`src/rtl/core/srgb_to_lab_converter_macros.svh`:
```
// Assertion macros shared by the sRGB to CIELAB converter RTL.
// Depends on the including module having clk and rst_n in scope.
`ifndef SRGB_TO_LAB_CONVERTER_MACROS_SVH
`define SRGB_TO_LAB_CONVERTER_MACROS_SVH

// Same-cycle implication, checked out of reset.
`define S2L_ASSERT_IMP(lbl, ante, cons) \
  lbl: assert property (@(posedge clk) disable iff (!rst_n) (ante) |-> (cons)) \
    else $error("s2l assertion failed");

// Next-cycle implication, checked out of reset.
`define S2L_ASSERT_NXT(lbl, ante, cons) \
  lbl: assert property (@(posedge clk) disable iff (!rst_n) (ante) |=> (cons)) \
    else $error("s2l assertion failed");

`endif

```
`src/rtl/core/s2l_pkg.sv`:
```
// Types, constants and the gamma table for the sRGB to CIELAB converter.
// No dependencies.
`timescale 1ns / 1ps

package s2l_pkg;

  typedef struct packed {
    logic [7:0] red;
    logic [7:0] green;
    logic [7:0] blue;
  } in_pix_t;

  typedef struct packed {
    logic        [14:0] lightness;
    logic signed [15:0] green_red_axis;
    logic signed [15:0] blue_yellow_axis;
  } out_lab_t;

  localparam int LIN_W  = 17;   // Q1.16 linear value, up to 1.0
  localparam int COEF_W = 20;   // Q0.20 matrix coefficient
  localparam int PROD_W = LIN_W + COEF_W;
  localparam int ACC_W  = PROD_W + 2;

  // Steps of the cube root: 17 result bits plus one rounding step.
  localparam int ROOT_STEPS = 18;
  localparam int F_LAT      = ROOT_STEPS + 1;
  // gamma, products, matrix sum, f(), Lab products, round and saturate
  localparam int PIPE_LAT   = 3 + F_LAT + 2;

  // Linear segment: f = (LIN_MUL * v + LIN_ADD) / 29000, for v <= SEG_MAX.
  // Take it as ((num >> LIN_SHR) * LIN_RECIP) >> LIN_RSH, exact for num < 2^29.
  localparam int SEG_MAX   = 580;
  localparam int LIN_MUL   = 225823;
  localparam int LIN_ADD   = 262158500;
  localparam int LIN_SHR   = 3;
  localparam int LIN_RECIP = 75828389;
  localparam int RECIP_W   = 27;
  localparam int LIN_RSH   = 38;
  localparam int QUO_W     = 14;

  typedef logic [COEF_W-1:0] coef_row_t [3];
  localparam coef_row_t MAT_Q20 [3] = '{
    '{20'd455029, 20'd394485, 20'd199062},
    '{20'd223004, 20'd749891, 20'd75681},
    '{20'd18619,  20'd114786, 20'd915171}
  };

  // Unsigned 64-bit division, shift and subtract.
  function automatic longint unsigned div_u64(input longint unsigned num,
                                              input longint unsigned den);
    longint unsigned quo, rem;
    quo = '0;
    rem = '0;
    for (int b = 63; b >= 0; b--) begin
      rem = {rem[62:0], num[b]};
      if (rem >= den) begin
        rem    = rem - den;
        quo[b] = 1'b1;
      end
    end
    return quo;
  endfunction

  function automatic logic [LIN_W-1:0] gamma_entry(input int unsigned i);
    longint unsigned t, s, r, r2, r4, q, nr, v;
    longint unsigned half;
    bit done;
    half = 64'd1 << 27;
    if (i <= 10) begin
      v = (longint'(i) * 64'd655360 + 64'd16473) / 64'd32946;
    end else begin
      t = ((((longint'(1000 * i + 14025)) << 29) / 64'd269025) + 64'd1) >> 1;
      s = (t * t + half) >> 28;
      r = 64'd1 << 28;
      done = 1'b0;
      for (int k = 0; k < 64; k++) begin
        if (!done) begin
          r2 = (r * r + half) >> 28;
          r4 = (r2 * r2 + half) >> 28;
          if (r4 == 0) begin
            done = 1'b1;
          end else begin
            q  = div_u64(s << 28, r4);
            nr = (64'd4 * r + q) / 64'd5;
            if (nr >= r) done = 1'b1;
            else r = nr;
          end
        end
      end
      v = (s * r + (64'd1 << 39)) >> 40;
      if (v > 64'd65536) v = 64'd65536;
    end
    return LIN_W'(v);
  endfunction

  typedef logic [LIN_W-1:0] gamma_lut_t [256];

  function automatic gamma_lut_t build_gamma();
    gamma_lut_t lut;
    for (int i = 0; i < 256; i++) lut[i] = gamma_entry(i);
    return lut;
  endfunction

  localparam gamma_lut_t GAMMA_LUT = build_gamma();

endpackage

```
`src/rtl/core/s2l_lab_f.sv`:
```
// Pipelined CIELAB f(): digit-serial cube root, one bit per stage, with a
// reciprocal-multiply linear segment running alongside. Uses s2l_pkg.
`timescale 1ns / 1ps

module s2l_lab_f (
  input  logic                       clk,
  input  logic                       ce,
  input  logic [s2l_pkg::LIN_W-1:0]  v,
  output logic [s2l_pkg::LIN_W-1:0]  f
);

  localparam int STEPS = s2l_pkg::ROOT_STEPS;
  localparam int YW    = STEPS;
  localparam int Y2W   = 2 * YW;
  localparam int RW    = Y2W + 4;
  localparam int NW    = 3 * STEPS;
  localparam int QW    = s2l_pkg::QUO_W;
  localparam int NUMW  = 29;
  localparam int DW    = NUMW - s2l_pkg::LIN_SHR;
  localparam int PW    = DW + s2l_pkg::RECIP_W;

  logic [YW-1:0]   y_r   [STEPS];
  logic [Y2W-1:0]  y2_r  [STEPS];
  logic [RW-1:0]   rem_r [STEPS];
  logic [NW-1:0]   n_r   [STEPS];
  logic            seg_r [STEPS];

  logic [YW-1:0]   y_nxt   [STEPS];
  logic [Y2W-1:0]  y2_nxt  [STEPS];
  logic [RW-1:0]   rem_nxt [STEPS];
  logic [NW-1:0]   n_nxt   [STEPS];
  logic            seg_nxt [STEPS];

  logic [YW-1:0]   y_in   [STEPS];
  logic [Y2W-1:0]  y2_in  [STEPS];
  logic [RW-1:0]   rem_in [STEPS];
  logic [NW-1:0]   n_in   [STEPS];
  logic            seg_in [STEPS];
  logic [RW-1:0]   r8_w   [STEPS];
  logic [RW-1:0]   t_w    [STEPS];

  // linear segment: numerator in the first stage, quotient in the second
  logic [NUMW-1:0] num_w, num_r;
  logic [PW-1:0]   quo_prod;
  logic [QW-1:0]   q_r [STEPS-1];

  logic [s2l_pkg::LIN_W-1:0] f_r;
  logic [YW:0]               y_rnd;

  always_comb begin
    for (int k = 0; k < STEPS; k++) begin
      if (k == 0) begin
        y_in[k]   = '0;
        y2_in[k]  = '0;
        rem_in[k] = '0;
        // radicand 8 * v * 2^32, grouped in 3-bit digits
        n_in[k]   = {2'b00, v, 35'd0};
        seg_in[k] = (v <= s2l_pkg::LIN_W'(s2l_pkg::SEG_MAX));
      end else begin
        y_in[k]   = y_r[k-1];
        y2_in[k]  = y2_r[k-1];
        rem_in[k] = rem_r[k-1];
        n_in[k]   = n_r[k-1];
        seg_in[k] = seg_r[k-1];
      end
      // cube root digit: try y -> 2y+1, cost 12y^2 + 6y + 1
      r8_w[k] = {rem_in[k][RW-4:0], n_in[k][NW-1 -: 3]};
      t_w[k]  = ({4'b0, y2_in[k]} << 3) + ({4'b0, y2_in[k]} << 2)
              + (RW'(y_in[k]) << 2) + (RW'(y_in[k]) << 1) + RW'(1);
      n_nxt[k] = n_in[k] << 3;
      if (r8_w[k] >= t_w[k]) begin
        rem_nxt[k] = r8_w[k] - t_w[k];
        y_nxt[k]   = {y_in[k][YW-2:0], 1'b1};
        y2_nxt[k]  = (y2_in[k] << 2) + (Y2W'(y_in[k]) << 2) + Y2W'(1);
      end else begin
        rem_nxt[k] = r8_w[k];
        y_nxt[k]   = {y_in[k][YW-2:0], 1'b0};
        y2_nxt[k]  = y2_in[k] << 2;
      end
      seg_nxt[k] = seg_in[k];
    end
  end

  assign num_w    = NUMW'(s2l_pkg::LIN_MUL) * NUMW'(v[9:0]) + NUMW'(s2l_pkg::LIN_ADD);
  assign quo_prod = PW'(num_r[NUMW-1:s2l_pkg::LIN_SHR]) * PW'(s2l_pkg::LIN_RECIP);

  // last step decided the rounding bit: root = floor(cbrt(8n)) / 2, rounded
  assign y_rnd = {1'b0, y_r[STEPS-1]} + (YW+1)'(1);

  always_ff @(posedge clk) begin
    if (ce) begin
      for (int k = 0; k < STEPS; k++) begin
        y_r[k]   <= y_nxt[k];
        y2_r[k]  <= y2_nxt[k];
        rem_r[k] <= rem_nxt[k];
        n_r[k]   <= n_nxt[k];
        seg_r[k] <= seg_nxt[k];
      end
      num_r  <= num_w;
      q_r[0] <= quo_prod[s2l_pkg::LIN_RSH +: QW];
      for (int j = 1; j < STEPS - 1; j++) begin
        q_r[j] <= q_r[j-1];
      end
      f_r <= seg_r[STEPS-1] ? s2l_pkg::LIN_W'(q_r[STEPS-2])
                            : y_rnd[s2l_pkg::LIN_W:1];
    end
  end

  assign f = f_r;

endmodule
```
`config.mk`:
```
export PLATFORM = sky130hd
export DESIGN_NAME = s2l_lab_f
export DESIGN_NICKNAME = d
export VERILOG_FILES = /design/src/rtl/core/srgb_to_lab_converter_macros.svh /design/src/rtl/core/s2l_pkg.sv /design/src/rtl/core/s2l_lab_f.sv
export SDC_FILE = /design/constraint.sdc
export NUM_CORES = 2
export LEC_CHECK = 0
export BUFFER_PORTS_ARGS = -buffer_cell sky130_fd_sc_hd__clkbuf_2
export CAP_MARGIN = 20
export CORE_MARGIN = 3
export CORE_UTILIZATION = 30
export CTS_BUF_LIST = sky130_fd_sc_hd__clkbuf_2
export DETAILED_ROUTE_END_ITERATION = 6
export GPL_TIMING_DRIVEN = 0
export SLEW_MARGIN = 0
export SYNTH_ARGS = -nofsm -noshare
export SYNTH_HDL_FRONTEND = slang
export SYNTH_SLANG_ARGS = --single-unit
```
`constraint.sdc`:
```
create_clock -name clk -period 17.4 [get_ports clk]
set_clock_uncertainty 0.05 [all_clocks]
set_input_delay 3.48 -clock clk [delete_from_list [all_inputs] [get_ports clk]]
set_output_delay 3.48 -clock clk [all_outputs]
set_load 0.01 [all_outputs]
```
==> impl_metrics.toml <==
[drt]
wl_met1_mm = 115
drtAntennaViolNets = 0
wire_per_inst_microns = 15.5
wl_met2_mm = 141
top_layer = "met4"
drt_wl_total_mm = 277
drt_first_pass_iters = 7
drcViolationCount = 0
drtIter0Drc = 4357
dr_wl_met3_mm = 8.28
vias_per_cell = 4.81
vias = 85647

[clock_network]
clk_pin_slew_worst_paths_ns = 0.11
clk_latency_ns = 1.62
cts_inserted_buffers = 366
clockBufferDepth = 4
clockRootBuffer = "clkbuf_2"
cts_tree = "built"
cts.sinks = 1456
cts_setup_buffers = 0
hold_buffers = 0
h-tree-depth = 5
post_cts_resized = 0

[timing]
rsz0062_at_grt = "false"
worst-slew-pin-transition_ns = 1.28
hold_viol_final = 0
fin_setup_tns_ns = 0
relSlewSlack_pct = 14.5
period_minus_slack_ns = 9.49
max_freq_mhz = 105
timing.final.crit_share_pct = 54.5
maxSlewViolCount = 0
setup_viol_count_final = 0

[finish]
drive_gt1_share_pct = 6.09
nets = 14488
fillers = 41244
areaGrowthSynthToFinish_pct = 8.89

[worst_setup_path]
critical-path-max-stage-delay_ns = 0.73
crit_slowest_cell = "buf_1"
worstSetupEndpointType = "flop"
worstSetupPathType = "flop to flop"
start_kind = "flop"
path_max_fanout = 10
crit_arrival_ns = 10.75
worstPathRequired_ns = 18.66

[logic_synthesis]
synth_common_cells = "ha_1 (1852), edfxtp_1 (1456), inv_1 (1130), a21oi_1 (880), nand2_1 (787)"
syn_avg_cell_area_sq_um = 10.4
synth_cells = 11701
yosysTopAreaCell = "edfxtp_1"
yosys_warnings = 0
async_reset_ff_share_pct = 0
synthMostInstantiatedCell = "ha_1"
synth_area_sq_um = 122000
synth-edff-count = 1456
yosysTopAreaCellShare_pct = 35.8
synthTopCellsByArea = "edfxtp_1 (36%), ha_1 (19%), fa_1 (8.0%)"
ys_seq_area_share_pct = 35.8
syn-num-nets = 14058
netlist-cell-type-count = 86
synth_ff_type = "edfxtp_1"
synth-seq-cells = 1456

[status]
status = "finished, final reports clean"

[grt]
grt_pass1_vias = 88672
grt_first_pass_wirelength_mm = 447
grt_overflow_total = 0
track_usage_pct = 13.1
antenna_found_initial = 5
grt_max_degree = 124

[hold_path]
hold_path_class = "flop to flop"

[die]
die_height_microns = 644
rows = 233
dieArea_sq_um = 414000
io_pins = 36
core_region_area_sq_um = 404000
initial_core_util_pct = 30.2
fp.dieW_microns = 644

[placement]
place.gp.congestion = 0.893
numPortBuffers = 35
dp_hpwl_mm = 225

[flow_run]
cap_violations = 0
[final cells by class]
class / instances / area [sq um] / area share [%]
multi-input combinational: 8933 / 73300 / 55.2
sequential: 1456 / 43700 / 32.9
tap: 5405 / 6760 / 5.09
inverter: 1137 / 4270 / 3.21
clock buffer: 510 / 2550 / 1.92
clock inverter: 117 / 836 / 0.629
buffer: 175 / 679 / 0.511
timing repair buffer: 62 / 677 / 0.509
antenna: 5 / 12.5 / 0.00942
[final timing paths]
check	startpoint	to	slack, ns	cells after the start
worst min register to register	q_r[0][219]	q_r[0][233]	0.27	0
worst min-delay path	q_r[0][219]	q_r[0][233]	0.27	0
worst max-delay path	y_r[11][4]	rem_r[12][3]	7.91	28
worst max register to register	y_r[11][4]	rem_r[12][3]	7.91	28
[cells by family (layout without fill, tap and decap cells)]
| family | count (synthesis) | count (layout) | synth area share [%] |
|---|---|---|---|
| AO/OA/AOI/OAI | 2714 | 2714 | 13.9 |
| XOR/XNOR | 1116 | 1116 | 8.01 |
| adder cells (fa/ha/maj) | 2338 | 2338 | 27.0 |
| buffers and inverters | 1312 | 2001 | 4.05 |
| flip-flops | 1456 | 1456 | 35.8 |
| multiplexers | 62 | 62 | 0.561 |
| other | 1 | 6 | 0.00307 |
| AND/OR/NAND/NOR | 2702 | 2702 | 10.7 |
[state kept, by name, indices dropped and copies added (netlist names)]
register	count
n_r	50
y_r	170
q_r	238
seg_r	18
y2_r	363
num_r	27
rem_r	573
f	17
[worst max-delay path, delay by kind of cell (launching register included)]
kind	cells	cell delay, ns
compound gates	12	3.12
xor+xnor	1	0.15
buf+inv	6	2.30
flops	1	0.49
fa+ha+maj	4	1.68
simple gates	5	1.39
[metal layers]
| metal | vias to the layer above | track usage (%) |
|---|---|---|
| met5 | - | 0 |
| met4 | 0 | 5.96 |
| met3 | 646 | 1.62 |
| met2 | 1446 | 24.5 |
| met1 | 40288 | 14.8 |
| li1 | 43267 | - |
[placed cells by master (no fill, tap or decap), drive strengths merged, types with 77 or more instances in the layout]
master  Yosys  final
nor2b     124    124
nand3     237    237
nand4     120    120
and3       86     86
inv      1133   1139
nor2      682    682
a21o      407    407
ha       1852   1852
a21oi     880    880
xor2      484    484
nand2     787    787
edfxtp   1456   1456
clkinv      4     97
a31oi      77     77
o21bai    151    151
nor3      180    180
xnor2     632    632
o21ai     611    611
clkbuf    147    693
nand2b    141    141
fa        486    486
o21a      114    114
[per-stage QoR]
stage | worst slack (ns) | hold slack, ns | utilization, % | std cells | cell area (sq um)
3_3_place_gp | -13.18 | 0.351 | 31.9 | 17141 | 129000
2_1_floorplan | 9.22 | 0.350 | - | 11701 | 122000
3_5_place_dp | 7.69 | 0.355 | 32.1 | 17167 | 129000
4_1_cts | 7.95 | 0.246 | 32.9 | 17794 | 133000
5_1_grt | 7.52 | 0.230 | 32.9 | 17797 | 133000
6_report | 7.91 | 0.267 | 32.9 | 17800 | 133000
Power is left out: the tool's default activity adds up to more than one toggle a clock period on the data nets, which glitch-free logic cannot reach.
